### config.mk
export PLATFORM = sky130hd
export DESIGN_NAME = counter_derive_rate_converter
export DESIGN_NICKNAME = d
export VERILOG_FILES = /design/src/sv/cdrc_pkg.sv /design/src/sv/cdrc_cfg.sv /design/src/sv/counter_derive_rate_converter.sv
export SDC_FILE = /design/constraint.sdc
export NUM_CORES = 1
export LEC_CHECK = 0
export ABC_AREA = 1
export BUFFER_PORTS_ARGS = -buffer_cell sky130_fd_sc_hd__buf_4
export CAP_MARGIN = 10
export CORE_MARGIN = 5
export CORE_UTILIZATION = 30
export CTS_CLUSTER_SIZE = 8
export DETAILED_ROUTE_END_ITERATION = 8
export HOLD_SLACK_MARGIN = 0.03
export PLACE_DENSITY_LB_ADDON = 0.12
export RECOVER_POWER = 25
export SYNTH_ARGS = -nofsm -noshare
export SYNTH_HDL_FRONTEND = slang
export SYNTH_SLANG_ARGS = --single-unit
### constraint.sdc
create_clock -name clk -period 7.64 [get_ports clk]
set_input_delay 1.146 -clock clk [delete_from_list [all_inputs] [get_ports clk]]
set_output_delay 1.146 -clock clk [all_outputs]
set_load 0.05 [all_outputs]
### src/sv/cdrc_pkg.sv
// Shared types and constants for the counter/derive rate converter.
package cdrc_pkg;

  localparam int unsigned BASE_W    = 31;
  localparam int unsigned KINDS_W   = 24;
  localparam int unsigned KIND_W    = 3;
  localparam int unsigned TS_W      = 63;
  localparam int unsigned RD_W      = 64;
  localparam int unsigned CHAN_W    = 3;
  localparam int unsigned STATUS_W  = 2;
  localparam int unsigned APB_AW    = 3;
  localparam int unsigned APB_DW    = 32;

  localparam logic [BASE_W-1:0]  BASE_RESET  = 31'd60;
  localparam logic [KINDS_W-1:0] KINDS_RESET = 24'd0;

  // register indexes (word address)
  localparam logic REG_BASE_PERIOD   = 1'b0;
  localparam logic REG_CHANNEL_KINDS = 1'b1;

  // channel kinds
  localparam logic [KIND_W-1:0] KIND_UNKNOWN  = 3'd0;
  localparam logic [KIND_W-1:0] KIND_GAUGE    = 3'd1;
  localparam logic [KIND_W-1:0] KIND_COUNTER  = 3'd2;
  localparam logic [KIND_W-1:0] KIND_DERIVE   = 3'd3;
  localparam logic [KIND_W-1:0] KIND_ABSOLUTE = 3'd4;

  // result status
  localparam logic [STATUS_W-1:0] ST_OK       = 2'd0;
  localparam logic [STATUS_W-1:0] ST_LATE     = 2'd1;
  localparam logic [STATUS_W-1:0] ST_OVERFLOW = 2'd2;

  typedef struct packed {
    logic [BASE_W-1:0]  base_period;
    logic [KINDS_W-1:0] channel_kinds;
  } cdrc_cfg_t;

endpackage

### src/sv/cdrc_cfg.sv
// APB register block: base period and per-channel kinds.
module cdrc_cfg (
  input  logic                          clk,
  input  logic                          rst_n,
  input  logic                          psel,
  input  logic                          penable,
  input  logic                          pwrite,
  input  logic [cdrc_pkg::APB_AW-1:0]   paddr,
  input  logic [cdrc_pkg::APB_DW-1:0]   pwdata,
  output logic [cdrc_pkg::APB_DW-1:0]   prdata,
  output logic                          pready,
  output cdrc_pkg::cdrc_cfg_t           cfg
);
  import cdrc_pkg::*;

  logic [BASE_W-1:0]  base_r;
  logic [KINDS_W-1:0] kinds_r;
  logic               wr_en;
  logic               reg_idx;

  assign pready  = 1'b1;
  assign reg_idx = paddr[2];
  assign wr_en   = psel && penable && pwrite;

  always_ff @(posedge clk) begin
    if (!rst_n) begin
      base_r  <= BASE_RESET;
      kinds_r <= KINDS_RESET;
    end else if (wr_en) begin
      case (reg_idx)
        REG_BASE_PERIOD:   base_r  <= pwdata[BASE_W-1:0];
        REG_CHANNEL_KINDS: kinds_r <= pwdata[KINDS_W-1:0];
        default: ;
      endcase
    end
  end

  always_comb begin
    case (reg_idx)
      REG_BASE_PERIOD:   prdata = APB_DW'(base_r);
      REG_CHANNEL_KINDS: prdata = APB_DW'(kinds_r);
      default:           prdata = '0;
    endcase
  end

  assign cfg.base_period   = base_r;
  assign cfg.channel_kinds = kinds_r;

endmodule

### src/sv/counter_derive_rate_converter.sv
// Top level: per-channel counter/derive/absolute/gauge conversion of a field stream.
//
// Fields of a record arrive one per transaction in channel order, the last one
// flagged by end_of_record; each gives exactly one result. The block takes one
// field per cycle while in_stall is low. The field is captured in an input
// register, converted in a single combinational pass against the per-channel
// previous readings and the last update time (all held in flip-flops), and
// placed in the result register. A stalled result register holds the input
// register, so in_stall rises only when both are occupied.
module counter_derive_rate_converter #(
  parameter int unsigned CHANNELS = 8
) (
  input  logic                             clk,
  input  logic                             rst_n,
  // field stream
  input  logic                             in_valid,
  output logic                             in_stall,
  input  logic [cdrc_pkg::TS_W-1:0]        in_timestamp,
  input  logic signed [cdrc_pkg::RD_W-1:0] in_reading,
  input  logic                             in_missing,
  input  logic                             in_end_of_record,
  // results
  output logic                             out_valid,
  input  logic                             out_stall,
  output logic [cdrc_pkg::CHAN_W-1:0]      out_channel,
  output logic signed [cdrc_pkg::RD_W-1:0] out_result_value,
  output logic                             out_valid_res,
  output logic [cdrc_pkg::STATUS_W-1:0]    out_status,
  output logic                             out_last_of_record,
  // configuration
  input  logic                             psel,
  input  logic                             penable,
  input  logic                             pwrite,
  input  logic [cdrc_pkg::APB_AW-1:0]      paddr,
  input  logic [cdrc_pkg::APB_DW-1:0]      pwdata,
  output logic [cdrc_pkg::APB_DW-1:0]      prdata,
  output logic                             pready
);
  import cdrc_pkg::*;

  localparam int unsigned PW = $clog2(CHANNELS + 1);
  localparam int unsigned IW = (CHANNELS > 1) ? $clog2(CHANNELS) : 1;

  cdrc_cfg_t cfg;

  cdrc_cfg u_cfg (
    .clk     (clk),
    .rst_n   (rst_n),
    .psel    (psel),
    .penable (penable),
    .pwrite  (pwrite),
    .paddr   (paddr),
    .pwdata  (pwdata),
    .prdata  (prdata),
    .pready  (pready),
    .cfg     (cfg)
  );

  // input register
  logic              s1_vld_r, s1_vld_nxt;
  logic [TS_W-1:0]   s1_ts_r;
  logic [RD_W-1:0]   s1_rd_r;
  logic              s1_miss_r;
  logic              s1_eor_r;

  // result register
  logic                out_valid_r, out_valid_nxt;
  logic [CHAN_W-1:0]   out_chan_r;
  logic [RD_W-1:0]     out_value_r;
  logic                out_vres_r;
  logic [STATUS_W-1:0] out_status_r;
  logic                out_last_r;

  // conversion state
  logic [RD_W-1:0]     prev_r [CHANNELS];
  logic [CHANNELS-1:0] absent_r;
  logic [TS_W-1:0]     lut_r;
  logic                known_r;
  logic [PW-1:0]       pos_r, pos_nxt;

  logic              in_acc;
  logic              adv;
  logic              in_range;
  logic [IW-1:0]     idx;
  logic [KIND_W-1:0] kind;
  logic              late;
  logic [TS_W-1:0]   age;
  logic              fresh1, fresh2;
  logic              have_prev;
  logic [RD_W-1:0]   prev;
  logic [RD_W-1:0]   diff;
  logic              grew;

  logic [RD_W-1:0]     res_value;
  logic                res_valid;
  logic [STATUS_W-1:0] res_status;
  logic                prev_wr;
  logic                absent_wr;
  logic                absent_val;

  assign adv      = s1_vld_r && !(out_valid_r && out_stall);
  assign in_stall = s1_vld_r && !adv;
  assign in_acc   = in_valid && !in_stall;

  assign s1_vld_nxt    = in_acc ? 1'b1 : (adv ? 1'b0 : s1_vld_r);
  assign out_valid_nxt = adv ? 1'b1 : (out_valid_r && out_stall);

  always_ff @(posedge clk) begin
    if (!rst_n) begin
      s1_vld_r    <= 1'b0;
      out_valid_r <= 1'b0;
    end else begin
      s1_vld_r    <= s1_vld_nxt;
      out_valid_r <= out_valid_nxt;
    end
  end

  always_ff @(posedge clk) begin
    if (in_acc) begin
      s1_ts_r   <= in_timestamp;
      s1_rd_r   <= in_reading;
      s1_miss_r <= in_missing;
      s1_eor_r  <= in_end_of_record;
    end
  end

  // conversion of the field in the input register
  assign in_range  = pos_r < PW'(CHANNELS);
  assign idx       = pos_r[IW-1:0];
  assign kind      = cfg.channel_kinds[KIND_W*idx +: KIND_W];
  assign late      = known_r && (s1_ts_r < lut_r);
  assign age       = s1_ts_r - lut_r;
  assign fresh1    = known_r && (age < TS_W'(cfg.base_period));
  assign fresh2    = known_r && (age < TS_W'({cfg.base_period, 1'b0}));
  assign have_prev = !absent_r[idx];
  assign prev      = prev_r[idx];
  assign diff      = s1_rd_r - prev;
  assign grew      = $signed(s1_rd_r) > $signed(prev);

  always_comb begin
    res_value  = '0;
    res_valid  = 1'b0;
    res_status = ST_OK;
    prev_wr    = 1'b0;
    absent_wr  = 1'b0;
    absent_val = 1'b1;
    if (late) begin
      res_status = ST_LATE;
    end else if (!in_range) begin
      res_status = ST_OVERFLOW;
    end else if (s1_miss_r) begin
      absent_wr = 1'b1;
    end else begin
      absent_wr = 1'b1;
      case (kind)
        KIND_UNKNOWN, KIND_GAUGE: begin
          res_value = s1_rd_r;
          res_valid = 1'b1;
        end
        KIND_COUNTER: begin
          res_valid  = fresh1 && have_prev;
          res_value  = grew ? diff : s1_rd_r;
          prev_wr    = 1'b1;
          absent_val = 1'b0;
        end
        KIND_DERIVE: begin
          res_valid  = fresh2 && have_prev;
          res_value  = diff;
          prev_wr    = 1'b1;
          absent_val = 1'b0;
        end
        KIND_ABSOLUTE: begin
          res_valid  = fresh1 && have_prev;
          res_value  = s1_rd_r;
          prev_wr    = 1'b1;
          absent_val = 1'b0;
        end
        default: ;
      endcase
      if (!res_valid) begin
        res_value = '0;
      end
    end
  end

  // field counter saturates at CHANNELS until end of record
  always_comb begin
    pos_nxt = pos_r;
    if (s1_eor_r) begin
      pos_nxt = '0;
    end else if (in_range) begin
      pos_nxt = pos_r + PW'(1);
    end
  end

  always_ff @(posedge clk) begin
    if (!rst_n) begin
      absent_r <= '1;
      lut_r    <= '0;
      known_r  <= 1'b0;
      pos_r    <= '0;
    end else if (adv) begin
      pos_r <= pos_nxt;
      if (absent_wr) begin
        absent_r[idx] <= absent_val;
      end
      if (s1_eor_r && !late) begin
        lut_r   <= s1_ts_r;
        known_r <= 1'b1;
      end
    end
  end

  always_ff @(posedge clk) begin
    if (adv && prev_wr) begin
      prev_r[idx] <= s1_rd_r;
    end
  end

  always_ff @(posedge clk) begin
    if (adv) begin
      out_chan_r   <= in_range ? CHAN_W'(idx) : '0;
      out_value_r  <= res_value;
      out_vres_r   <= res_valid;
      out_status_r <= res_status;
      out_last_r   <= s1_eor_r;
    end
  end

  assign out_valid          = out_valid_r;
  assign out_channel        = out_chan_r;
  assign out_result_value   = out_value_r;
  assign out_valid_res      = out_vres_r;
  assign out_status         = out_status_r;
  assign out_last_of_record = out_last_r;

`ifndef NO_ASSERTIONS
  a_pos_bound: assert property (@(posedge clk) disable iff (!rst_n)
    pos_r <= PW'(CHANNELS))
    else $error("field counter beyond channel count");

  a_late_keeps_time: assert property (@(posedge clk) disable iff (!rst_n)
    adv && late |=> $stable(lut_r) && $stable(known_r))
    else $error("late transaction changed update time");

  a_known_sticky: assert property (@(posedge clk) disable iff (!rst_n)
    known_r |=> known_r)
    else $error("update time lost its known flag");

  a_value_only_ok: assert property (@(posedge clk) disable iff (!rst_n)
    out_valid_r && out_vres_r |-> out_status_r == ST_OK)
    else $error("value reported on a rejected field");

  a_eor_resets_pos: assert property (@(posedge clk) disable iff (!rst_n)
    adv && s1_eor_r |=> pos_r == '0)
    else $error("field counter not cleared at end of record");
`endif

endmodule
==> metrics <==
Clock Sinks=around 850; Slew @ Worst Pin=~1.1 ns; synthesized area per cell=9.159 sq um; # setup viols final=0; met2 wire len=roughly 72000 um; final core occ=0.3533; Initial Util=0.3008; Hold Path Origin=lut_r[30]$_SDFFE_PN0P_; Top Layer Used=met4; Placed Cells=roughly 6900; first-pass GRT wire length=around 210000 um; Max-cap violations=0; core area=0.1452 sq mm; Leakage=slightly above 20 nW; H-tree level count=3; largest net degree at the start of global routing=129; Antenna Nets Post-Route=0; DRT Wirelength=around 150000 um; Max Slew Vio Count=0; Cell Pwr Density=234.9 mW/mm^2; Setup crit end kind=register; Critical R2R Launch=s1_ts_r[0]$_DFFE_PP_; Cells after Synth=4769; gpl congestion=0.9143; area delta synth->final=17.45%; net switching power=~3.5 mW; Hold WC Path Type=register to register; sw frac=0.2875; Placement Cell Area=roughly 0.048 sq mm; mapped cell area=~0.044 sq mm; Slowest Stage Delay on Critical Path=just under 0.5 ns; CTS Hold Bufs=0; flop and latch count out of synthesis=between 800 and 900; metal3 WL=about 5100 um; M1 WL=64290 um; total grt overflow=0; Total Power=about 12 mW; Die ar.=0.1533 sq mm; peak fanout along the critical path=29; Core Rows=140; status=finished clean; Async SR Flop Fraction=0; GRT Total Usage=0.1853; number of buffers added for setup after CTS=0; Yosys cell types=60; Worst Setup SP=s1_ts_r[0]$_DFFE_PP_; clock share of power=0.398; Top FF cell, synth=edfxtp_1; final instance area=0.05130 sq mm; DR iter-0 viols=1768; commonest non-fill, non-tap cell in the layout=nand2_1; Layout Nets=between 5000 and 6000; Gate power share=0.167; Req. time, crit path=roughly 8.1 ns; TNS Setup=0 ns; initial antenna violation count=5; Critical Path AT=roughly 6.0 ns; critical path class=register to register; final non-filler cell total=around 7000; Int Power=about 8.6 mW; CTS Buffer Depth=3; Seq/Total Area, Yosys=0.5518; crit path launch type=register; first-pass iteration count of the detailed router=5; fin crit share=0.7296; share of cells above drive strength 1=0.1143; port bufs=~270; yosys warns=0; Die Width=a little under 400 um; DP HPWL=103800 um; I/O pin cnt=about 280; slew margin rel.=0.2575; cts bufs inserted=between 100 and 150; CTS tree=yes; FILL cells=~15000; # resized after CTS=0; Hold Fails Final Rpt=0; die height=391.6 um; Reg clk slew, reported paths=0.05 ns; DR vias=around 34000; Fin Clk Skew=0.06977 ns; RSZ-0062 raised after global routing=false; fmax=179.4 MHz; Synthesized Nets=about 5100; slowest CP cell=fa_1; Root Buffer=clkbuf_16; final period demand of the worst path=~5.6 ns; vias per inst=around 4.8; most frequent CP cell=nand2_1; Clock Latency Late Sink=approximately 0.75 ns; Worst VDD drop=202.7 uV; vias in the first global route=approximately 33000; most frequent cells in the layout=nand2_1, edfxtp_1, nor2_1; DR DRC count=0; Avg WL per Cell=around 21 um; Post-synth EDFFs=712; share of power burned in registers=0.435
-- flip-flops by register name (all words and copies together), names as in the netlist, 4 cells and up, named ones only --
signal	count
pos_r	4
s1_ts_r	63
lut_r	63
absent_r	8
u_cfg.kinds_r	24
prev_r	512
out_result_value	64
u_cfg.base_r	31
s1_rd_r	64
-- logic make-up after synthesis --
logic type | count (synthesis) | synth area share
xor+xnor | 84 | 0.01684
simple gates | 1787 | 0.1686
compound gates | 1109 | 0.1408
buf+inv | 749 | 0.06695
flops | 848 | 0.5518
other cells | 2 | 0.0001719
fa+ha+maj | 190 | 0.05477
-- area by class of cell --
class | instances | area, sq um | share of cell area
antenna | 1 | 2.502 | 0.00004878
multi-input combinational | 3172 | 16730 | 0.3262
sequential | 848 | 24110 | 0.4701
inverter | 585 | 2212 | 0.04312
tap | 1917 | 2399 | 0.04675
clock inverter | 10 | 175.2 | 0.003414
clock buffer | 155 | 3123 | 0.06088
timing repair buffer | 331 | 2542 | 0.04956
-- per-stage QoR --
step / setup WS, ns / hold WS [ns]
global route: 1.670 / 0.4678
global placement: 2.063 / 0.4435
floorplan: 1.113 / 0.4264
CTS: 2.027 / 0.4577
finish: 2.066 / 0.4523
detailed placement: 2.078 / 0.4499
-- power groups by stage --
| stage | Sequential [mW] | Combinational [mW] | Clock [mW] |
|---|---|---|---|
| after detailed placement | 5.33 | 2.03 | 0 |
| after floorplan | 5.36 | 1.27 | 0 |
| final | 5.24 | 2.01 | 4.80 |
| after global routing | 5.25 | 2.24 | 5.13 |
| after CTS | 5.24 | 2.04 | 4.95 |
| after global placement | 5.33 | 2.02 | 0 |
-- cell usage after synthesis, drive strengths merged, types with 28 or more instances --
library cell,count,area (sq um)
o21ai,593,2972
nand4,32,200.2
clkbuf,139,521.8
edfxtp,712,21380
dfxtp,136,2723
xor2,59,516.8
nand2,908,3431
a21oi,285,1434
o22ai,65,406.6
nand3,107,580.6
ha,188,2352
nor3,28,160.2
o221ai,64,560.5
nor2,685,2811
inv,581,2183
-- layer usage --
metal  vias up  track usage
met5         -            0
met4         0      0.04449
met3       186      0.02436
met2       659       0.3317
met1     16143       0.2374
li1      16766            -
-- worst paths after layout --
kind,end,depth (start not counted),slack [ns]
hold / removal,lut_r[30]$_SDFFE_PN0P_,2,0.45
setup / recovery,out_result_value[63]$_SDFFCE_PP0P_,27,2.07
hold reg to reg,lut_r[30]$_SDFFE_PN0P_,2,0.45
setup reg to reg,out_result_value[63]$_SDFFCE_PP0P_,27,2.07
-- critical path: cells and delay by family, from the launching register on --
family          cells  cell delay (ns)
simple gates       19             2.64
buf+inv             3             0.66
compound gates      1             0.26
flops               1             0.43
fa+ha+maj           3             0.89
xor+xnor            1             0.35
No activity file was read; power rests on OpenSTA's default activity.
